===== config.mk =====
export PLATFORM = sky130hd
export DESIGN_NAME = cvq_ctrl
export DESIGN_NICKNAME = d
export VERILOG_FILES = /design/src/rtl/compacting_verdict_queue_core_assert.svh /design/src/rtl/cvq_pkg.sv /design/src/rtl/cvq_ctrl.sv
export SDC_FILE = /design/constraint.sdc
export NUM_CORES = 1
export LEC_CHECK = 0
export ABC_CLOCK_PERIOD_IN_PS = 1500
export BUFFER_PORTS_ARGS = -buffer_cell sky130_fd_sc_hd__buf_2
export CORE_MARGIN = 1
export CORE_UTILIZATION = 40
export DETAILED_ROUTE_END_ITERATION = 12
export PLACE_DENSITY = 0.77
export SLEW_MARGIN = 20
export SYNTH_ARGS = -nofsm -noshare
export SYNTH_HDL_FRONTEND = slang
export SYNTH_SLANG_ARGS = --single-unit
export TNS_END_PERCENT = 5

===== constraint.sdc =====
create_clock -name clk -period 1.5 [get_ports clk]
set_input_delay 0.15 -clock clk [delete_from_list [all_inputs] [get_ports clk]]
set_output_delay 0.15 -clock clk [all_outputs]
set_load 0.1 [all_outputs]

===== src/rtl/compacting_verdict_queue_core_assert.svh =====
// assertion macros shared by the verdict queue rtl
`ifndef COMPACTING_VERDICT_QUEUE_CORE_ASSERT_SVH
`define COMPACTING_VERDICT_QUEUE_CORE_ASSERT_SVH

// same-cycle implication, sampled on clk, off while arst_n is low
`define CVQ_ASSERT_SAME(lbl, ante, cons, msg) \
	lbl: assert property (@(posedge clk) disable iff (!arst_n) (ante) |-> (cons)) \
		else $error(msg);

// next-cycle implication, sampled on clk, off while arst_n is low
`define CVQ_ASSERT_NEXT(lbl, ante, cons, msg) \
	lbl: assert property (@(posedge clk) disable iff (!arst_n) (ante) |=> (cons)) \
		else $error(msg);

`endif


===== src/rtl/cvq_pkg.sv =====
// shared types, codes and field layout of the verdict queue
package cvq_pkg;

	// fixed field widths
	localparam int TIME_W    = 31;
	localparam int VERDICT_W = TIME_W + 1;
	localparam int POS_W     = 6;
	localparam int QIDX_W    = 4;
	localparam int LEN_CFG_W = 7;

	// default storage sizes
	localparam int NUM_QUEUES_DEF  = 16;
	localparam int QUEUE_DEPTH_DEF = 64;

	// input tdata layout
	localparam int QIDX_LSB   = 0;
	localparam int WV_LSB     = QIDX_LSB + QIDX_W;
	localparam int RP_LSB     = WV_LSB + VERDICT_W;
	localparam int WT_LSB     = RP_LSB + POS_W;
	localparam int IN_USED_W  = WT_LSB + TIME_W;
	localparam int IN_DATA_W  = ((IN_USED_W + 7) / 8) * 8;

	// output tdata layout
	localparam int RV_LSB     = 0;
	localparam int NRP_LSB    = RV_LSB + VERDICT_W;
	localparam int OUT_USED_W = NRP_LSB + POS_W;
	localparam int OUT_DATA_W = ((OUT_USED_W + 7) / 8) * 8;

	// operation codes
	localparam logic OP_WRITE = 1'b0;
	localparam logic OP_READ  = 1'b1;

	// cell read address selection
	localparam logic [1:0] RA_MOD   = 2'd0;
	localparam logic [1:0] RA_PREV  = 2'd1;
	localparam logic [1:0] RA_W     = 2'd2;
	localparam logic [1:0] RA_RNEXT = 2'd3;

	// result kinds
	localparam logic [1:0] OUT_ECHO  = 2'd0;
	localparam logic [1:0] OUT_FOUND = 2'd1;
	localparam logic [1:0] OUT_MISS  = 2'd2;

	typedef struct packed {
		logic       clr_wr;
		logic       load;
		logic       mod_start;
		logic       mod_sel_rpos;
		logic       w_load;
		logic       r_load;
		logic       rd;
		logic [1:0] ra_sel;
		logic       cap_prev;
		logic       scan_adv;
		logic       cell_wr;
		logic       out_load;
		logic [1:0] out_kind;
	} cvq_cmd_t;

	typedef struct packed {
		logic clr_last;
		logic q_ok;
		logic op_read;
		logic mod_busy;
		logic cell_empty;
		logic cell_hit;
		logic scan_more;
		logic out_busy;
	} cvq_status_t;

endpackage


===== src/rtl/cvq_ctrl.sv =====
// sequencer for clearing, writes and read scans of the verdict queue
module cvq_ctrl (
	input  logic                 clk,
	input  logic                 arst_n,
	input  logic                 s_axis_tvalid,
	output logic                 s_axis_tready,
	input  cvq_pkg::cvq_status_t st,
	output cvq_pkg::cvq_cmd_t    cmd
);

	localparam logic [3:0] S_CLEAR = 4'd0;
	localparam logic [3:0] S_IDLE  = 4'd1;
	localparam logic [3:0] S_CHECK = 4'd2;
	localparam logic [3:0] S_MODW  = 4'd3;
	localparam logic [3:0] S_MODR  = 4'd4;
	localparam logic [3:0] S_WPREV = 4'd5;
	localparam logic [3:0] S_WCUR  = 4'd6;
	localparam logic [3:0] S_WDEC  = 4'd7;
	localparam logic [3:0] S_FIRST = 4'd8;
	localparam logic [3:0] S_SCAN  = 4'd9;

	logic [3:0] state_q;
	logic [3:0] state_d;
	logic       first_empty;

	assign s_axis_tready = (state_q == S_IDLE);
	assign first_empty   = (state_q == S_FIRST) && st.cell_empty;

	always_comb begin
		cmd     = '0;
		state_d = state_q;
		case (state_q)
			S_CLEAR: begin
				cmd.clr_wr = 1'b1;
				if (st.clr_last) begin
					state_d = S_IDLE;
				end
			end
			S_IDLE: begin
				if (s_axis_tvalid) begin
					cmd.load = 1'b1;
					state_d  = S_CHECK;
				end
			end
			S_CHECK: begin
				if (!st.q_ok) begin
					// unknown queue: echo the position, touch nothing
					if (!st.out_busy) begin
						cmd.out_load = 1'b1;
						cmd.out_kind = cvq_pkg::OUT_ECHO;
						state_d      = S_IDLE;
					end
				end else begin
					cmd.mod_start = 1'b1;
					state_d       = S_MODW;
				end
			end
			S_MODW: begin
				if (!st.mod_busy) begin
					cmd.w_load = 1'b1;
					if (st.op_read) begin
						cmd.mod_start    = 1'b1;
						cmd.mod_sel_rpos = 1'b1;
						state_d          = S_MODR;
					end else begin
						state_d = S_WPREV;
					end
				end
			end
			S_WPREV: begin
				cmd.rd     = 1'b1;
				cmd.ra_sel = cvq_pkg::RA_PREV;
				state_d    = S_WCUR;
			end
			S_WCUR: begin
				cmd.cap_prev = 1'b1;
				cmd.rd       = 1'b1;
				cmd.ra_sel   = cvq_pkg::RA_W;
				state_d      = S_WDEC;
			end
			S_WDEC: begin
				if (!st.out_busy) begin
					cmd.cell_wr  = 1'b1;
					cmd.out_load = 1'b1;
					cmd.out_kind = cvq_pkg::OUT_ECHO;
					state_d      = S_IDLE;
				end
			end
			S_MODR: begin
				if (!st.mod_busy) begin
					cmd.r_load = 1'b1;
					cmd.rd     = 1'b1;
					cmd.ra_sel = cvq_pkg::RA_MOD;
					state_d    = S_FIRST;
				end
			end
			S_FIRST, S_SCAN: begin
				if (first_empty || st.cell_hit || !st.scan_more) begin
					if (!st.out_busy) begin
						cmd.out_load = 1'b1;
						cmd.out_kind = (st.cell_hit && !first_empty) ?
							cvq_pkg::OUT_FOUND : cvq_pkg::OUT_MISS;
						state_d      = S_IDLE;
					end
				end else begin
					cmd.scan_adv = 1'b1;
					cmd.rd       = 1'b1;
					cmd.ra_sel   = cvq_pkg::RA_RNEXT;
					state_d      = S_SCAN;
				end
			end
			default: begin
				state_d = S_IDLE;
			end
		endcase
	end

	always_ff @(posedge clk or negedge arst_n) begin
		if (!arst_n) begin
			state_q <= S_CLEAR;
		end else begin
			state_q <= state_d;
		end
	end

endmodule


==> impl_results.rst, run 1 <==
.. list-table::
   :header-rows: 1

   * - Metric
     - Value
   * - Placer Congestion
     - 0.9833
   * - Placed insts
     - 141
   * - Standard-cell row count
     - 13
   * - H-tree depth
     - 1
   * - Area of the mapped netlist
     - 599.3 um2
   * - Top cells by area, synth
     - dfrtp_1 (17%), a21oi_1 (8.4%), nor3_1 (8.4%)
   * - Cell Area, Placed
     - 1186 um2
   * - Net count after synthesis
     - 101
   * - Cell taking the most area after synthesis
     - dfrtp_1
   * - Number of buffer cells added on primary ports
     - 26
   * - Initial Util
     - 0.4439
   * - Total setup buffers inserted after CTS
     - 3
   * - Primary FF master, synth
     - dfrtp_1
   * - Count of synthesis-stage warnings from yosys
     - 0
   * - FFs w/ async S/R, synth
     - 1.000
   * - Post-CTS sizing
     - 22
   * - Inserted Clock Buffers
     - 3
   * - Portion of the post-synthesis area used by sequential elements
     - 0.1670
   * - Syn Area/Cell
     - 6.659 um2
   * - TritonCTS sink count
     - 4
   * - Deepest clock path buffer count
     - 2
   * - Outcome
     - aborted with a tool error
   * - Synth cell types
     - 34
   * - Fraction of synthesized cell area taken by the top area cell type
     - 0.1670
   * - Die Span X
     - 40.71 um
   * - Io pins
     - 27
   * - Failing step
     - 4_1_cts
   * - First Error
     - [ERROR DPL-0033] detailed placement checks failed during check placement.
   * - Detail Placement HPWL
     - 2022 um
   * - Hold buffer count at CTS
     - 1
   * - #FFs+latches synth
     - 4
   * - Cells after Synth
     - 90
   * - Height of the chip
     - 40.71 um
   * - Count of flip-flops with a built-in enable after synthesis
     - 0
   * - Root Buffer
     - clkbuf_4
per-stage QoR:
step	worst slack (ns)	hold WS, ns	TNS [ns]
after detailed placement	-0.08915	-0.04447	-0.3777
after floorplan	-0.7246	-0.1456	-7.350
after global placement	-0.01208	-0.04328	-0.01550
synth_stat cells (all sizes together) (2+ instances only):
| cell type | count |
|---|---|
| nor2b | 2 |
| nor3b | 2 |
| buf | 7 |
| nor3 | 10 |
| nor2 | 11 |
| nand2 | 5 |
| inv | 4 |
| a31oi | 2 |
| dfrtp | 4 |
| nor4 | 2 |
| and2 | 3 |
| a21oi | 10 |
| o211ai | 2 |
| nand2b | 4 |
| o21ai | 7 |
| or2 | 2 |
kinds of logic after synthesis:
logic type | count (synthesis) | synth area share
compound gates | 28 | 0.3111
buf+inv | 12 | 0.1086
flops | 4 | 0.1670
simple gates | 46 | 0.4134
==> run 2: changes to the inputs <==
--- a/config.mk
+++ b/config.mk
@@ -7,10 +7,10 @@
 export LEC_CHECK = 0
 export ABC_CLOCK_PERIOD_IN_PS = 1500
 export BUFFER_PORTS_ARGS = -buffer_cell sky130_fd_sc_hd__buf_2
-export CORE_MARGIN = 1
-export CORE_UTILIZATION = 40
+export CORE_AREA = 2 2 63 65
 export DETAILED_ROUTE_END_ITERATION = 12
-export PLACE_DENSITY = 0.77
+export DIE_AREA = 0 0 65 67
+export PLACE_DENSITY_LB_ADDON = 0.15
 export SLEW_MARGIN = 20
 export SYNTH_ARGS = -nofsm -noshare
 export SYNTH_HDL_FRONTEND = slang
==> impl_results.rst, run 2 <==
.. list-table::
   :header-rows: 1

   * - Metric
     - Value
   * - Fraction of synthesized cell area taken by the top area cell type
     - 0.1670 (unchanged)
   * - Top cells by area, synth
     - dfrtp_1 (17%), a21oi_1 (8.4%), nor3_1 (8.4%)
   * - Setup slack after layout
     - -0.1839 ns
   * - H-tree depth
     - 1 (unchanged)
   * - Maximum clock skew at final layout
     - 0.002003 ns
   * - Setup Slack @ Placement
     - -0.06325 ns (+0.02589 ns)
   * - TritonCTS sink count
     - 4 (unchanged)
   * - Worst rel slew slack
     - 0.7797
   * - Fmax
     - 593.9 MHz
   * - Deepest clock path buffer count
     - 2 (unchanged)
   * - Syn-to-layout area delta
     - 131.1%
   * - Most common cell in the synthesized netlist
     - nor2_1
   * - Count of flip-flops with a built-in enable after synthesis
     - 0 (unchanged)
   * - Total setup buffers inserted after CTS
     - 0 (-3)
   * - FFs w/ async S/R, synth
     - 1.000 (unchanged)
   * - #FFs+latches synth
     - 4 (unchanged)
   * - Minimum clock period after layout
     - 1.684 ns
   * - Synth cell types
     - 34 (unchanged)
   * - Net count, final
     - 147
   * - Area of the mapped netlist
     - 599.3 um2 (unchanged)
   * - Via count
     - 831
   * - Kind of end point of the critical path
     - primary output
   * - Flip-flop count of the largest register, all copies and words added
     - 4
   * - Cells after Synth
     - 90 (unchanged)
   * - Portion of the post-synthesis area used by sequential elements
     - 0.1670 (unchanged)
   * - Type of the worst setup path
     - reg2out
   * - Tightest Pin Transition
     - 0.3300 ns
   * - Cell Area, Placed
     - 1270 um2 (+7.1%)
   * - Arrival @ worst endpoint
     - 1.53 ns
   * - Tightest Hold Check Type
     - in2async
   * - Initial Util
     - 0.1662 (-0.2777)
   * - Worst hold-check slack
     - 0.2776 ns
   * - Net count after synthesis
     - 101 (unchanged)
   * - Height of the chip
     - 67 um (+65%)
   * - Inserted Clock Buffers
     - 3 (unchanged)
   * - Clock tree from TritonCTS
     - yes
   * - Most frequent cells after synthesis
     - nor2_1 (11), a21oi_1 (10), nor3_1 (10)
   * - Number of vias per cell after detailed routing
     - 4.566
   * - Clock Latency Late Sink
     - 0.21 ns
   * - Max Cap Violations
     - 0
   * - Total Die Area
     - 4355 um2
   * - Leakage power
     - 0.0005632 uW
   * - Standard-cell row count
     - 22 (+9)
   * - Clock-pin transition on the worst setup and hold timing paths
     - 0.03 ns
   * - Io pins
     - 27 (unchanged)
   * - Cell taking the most area after synthesis
     - dfrtp_1
   * - Final max-slew violation count
     - 0
   * - Primary FF master, synth
     - dfrtp_1
   * - Leading cell type in the layout, fill and taps excluded
     - buf_4
   * - Vias in the first global route
     - 885
   * - Number of buffer cells added on primary ports
     - 26 (unchanged)
   * - Total DRC errors in the routed layout
     - 0
   * - Wirelength per Cell
     - 12.58 um
   * - Max VDD drop
     - 1242 uV
   * - Placer Congestion
     - 0.8016 (-18%)
   * - Post-Route Setup TNS
     - -1.998 ns
   * - First-pass GRT wire length
     - 3974 um
   * - Final number of hold-violating endpoints
     - 0
   * - Pin count of the biggest net entering global routing
     - 13
   * - Share of final-layout standard cells stronger than drive strength 1
     - 0.6119
   * - Placeable Area
     - 3606 um2
   * - Final WL
     - 2290 um
   * - Reg-to-reg slack, setup
     - 0.03 ns
   * - First-pass DRT Iterations
     - 4
   * - Critical path data required time
     - 1.35 ns
   * - DR iter-0 viols
     - 14
   * - Maximum fanout along the worst path
     - 5
   * - Power per Cell Area
     - 2040 nW/um2
   * - Initial antenna violation count
     - 0
   * - Leading cell types in the layout, fill and taps excluded
     - buf_4 (19), buf_12 (17), a21oi_1 (10), buf_2 (10), nor2_1 (8)
   * - Die Span X
     - 65 um (+60%)
   * - Overall overflow remaining after global route
     - 0
   * - Depth of the worst register-to-register path
     - 5
   * - Antenna-violating nets left
     - 0
   * - Largest registers ranked by flip-flop count
     - state_q: 4 flops
   * - Count of synthesis-stage warnings from yosys
     - 0 (unchanged)
   * - Detail Placement HPWL
     - 1847 um (-8.6%)
   * - Final core utilization
     - 0.3841
   * - Start of the worst register-to-register path
     - state_q[0]$_DFFE_PN0P_
   * - Number of inserted diodes
     - 0
   * - Final setup fails
     - 16
   * - Unrepaired setup endpoints after global routing
     - true
   * - Failing checks
     - setup timing
   * - Critical path launch point type
     - flop
   * - Syn Area/Cell
     - 6.659 um2 (unchanged)
   * - Register with the most flip-flops
     - state_q
   * - Crit Reg-Reg Endpoint
     - state_q[2]$_DFFE_PN0P_
   * - Overall track demand over capacity in global routing
     - 0.1147
   * - Root Buffer
     - clkbuf_8
   * - Total non-filler cell area in the finished layout
     - 1385 um2
   * - Part of the cycle the worst path needs
     - 1.123
   * - Outcome
     - complete, but fails checks
-- run 2: worst max-delay path, stage by stage, from the launching register on --
cell and delay [ns]:
dfrtp_1 0.38, buf_6 0.14, or2_4 0.28, nor3_4 0.18
and2_4 0.17, buf_12 0.16
-- run 2: through the flow --
stage	power (uW)	instances
floorplan	1651	90
global placement	2494	178
detailed placement	2503	178
CTS	2799	182
global route	2975	182
finish	2826	182
-- run 2: timing repair --
item	in CTS	in global routing
hold buffers	1	0
pin swaps	7	5
endpoints found under the setup margin	18	18
endpoints found under the hold margin	4	0
gates resized for setup	12	5
-- run 2: where the power goes --
| part | switching (uW) | internal (uW) | leakage (uW) | total (uW) |
|---|---|---|---|---|
| Sequential | 39.8 | 153 | 0.0000501 | 193 |
| Clock | 44.7 | 170 | 0.0000216 | 215 |
| Combinational | 1450 | 968 | 0.000491 | 2420 |
| Total | 1530 | 1290 | 0.000563 | 2830 |
-- run 2: cell type report --
cell class	instances	area, um2
inverter	4	15.01
fill	360	2221
timing repair buffer	49	565.5
clock buffer	3	41.29
sequential	4	101.3
multi-input combinational	74	601.8
tap	48	60.06
-- run 2: how the worst max path moves through the flow --
stage	slack, ns	startpoint	end
floorplan	-0.72	state_q[3]$_DFFE_PN0P_	cmd[11]
global placement	-0.06	state_q[0]$_DFFE_PN0P_	state_q[0]$_DFFE_PN0P_
detailed placement	-0.06	state_q[0]$_DFFE_PN0P_	state_q[0]$_DFFE_PN0P_
CTS	-0.22	state_q[2]$_DFFE_PN0P_	cmd[2]
global route	-0.28	state_q[0]$_DFFE_PN0P_	cmd[7]
finish	-0.18	state_q[2]$_DFFE_PN0P_	cmd[13]
-- run 2: layer usage --
metal / global-route usage / share of wire / routed length (um) / up-vias
met5: 0 / 0 / 0 / -
met4: 0.02926 / 0 / 0 / 0
met3: 0.01520 / 0.036 / 83 / 0
met2: 0.2204 / 0.53 / 1222 / 17
met1: 0.1322 / 0.43 / 985 / 398
li1: - / - / - / 416
-- run 2: cells by family (layout without fill, tap and decap cells) --
logic type	after synthesis	after routing	share of synthesized area
AO/OA/AOI/OAI	28	28	0.3111
buffers and inverters	12	56	0.1086
flip-flops	4	4	0.1670
AND/OR/NAND/NOR	46	46	0.4134
No activity file was read; power rests on OpenSTA's default activity.
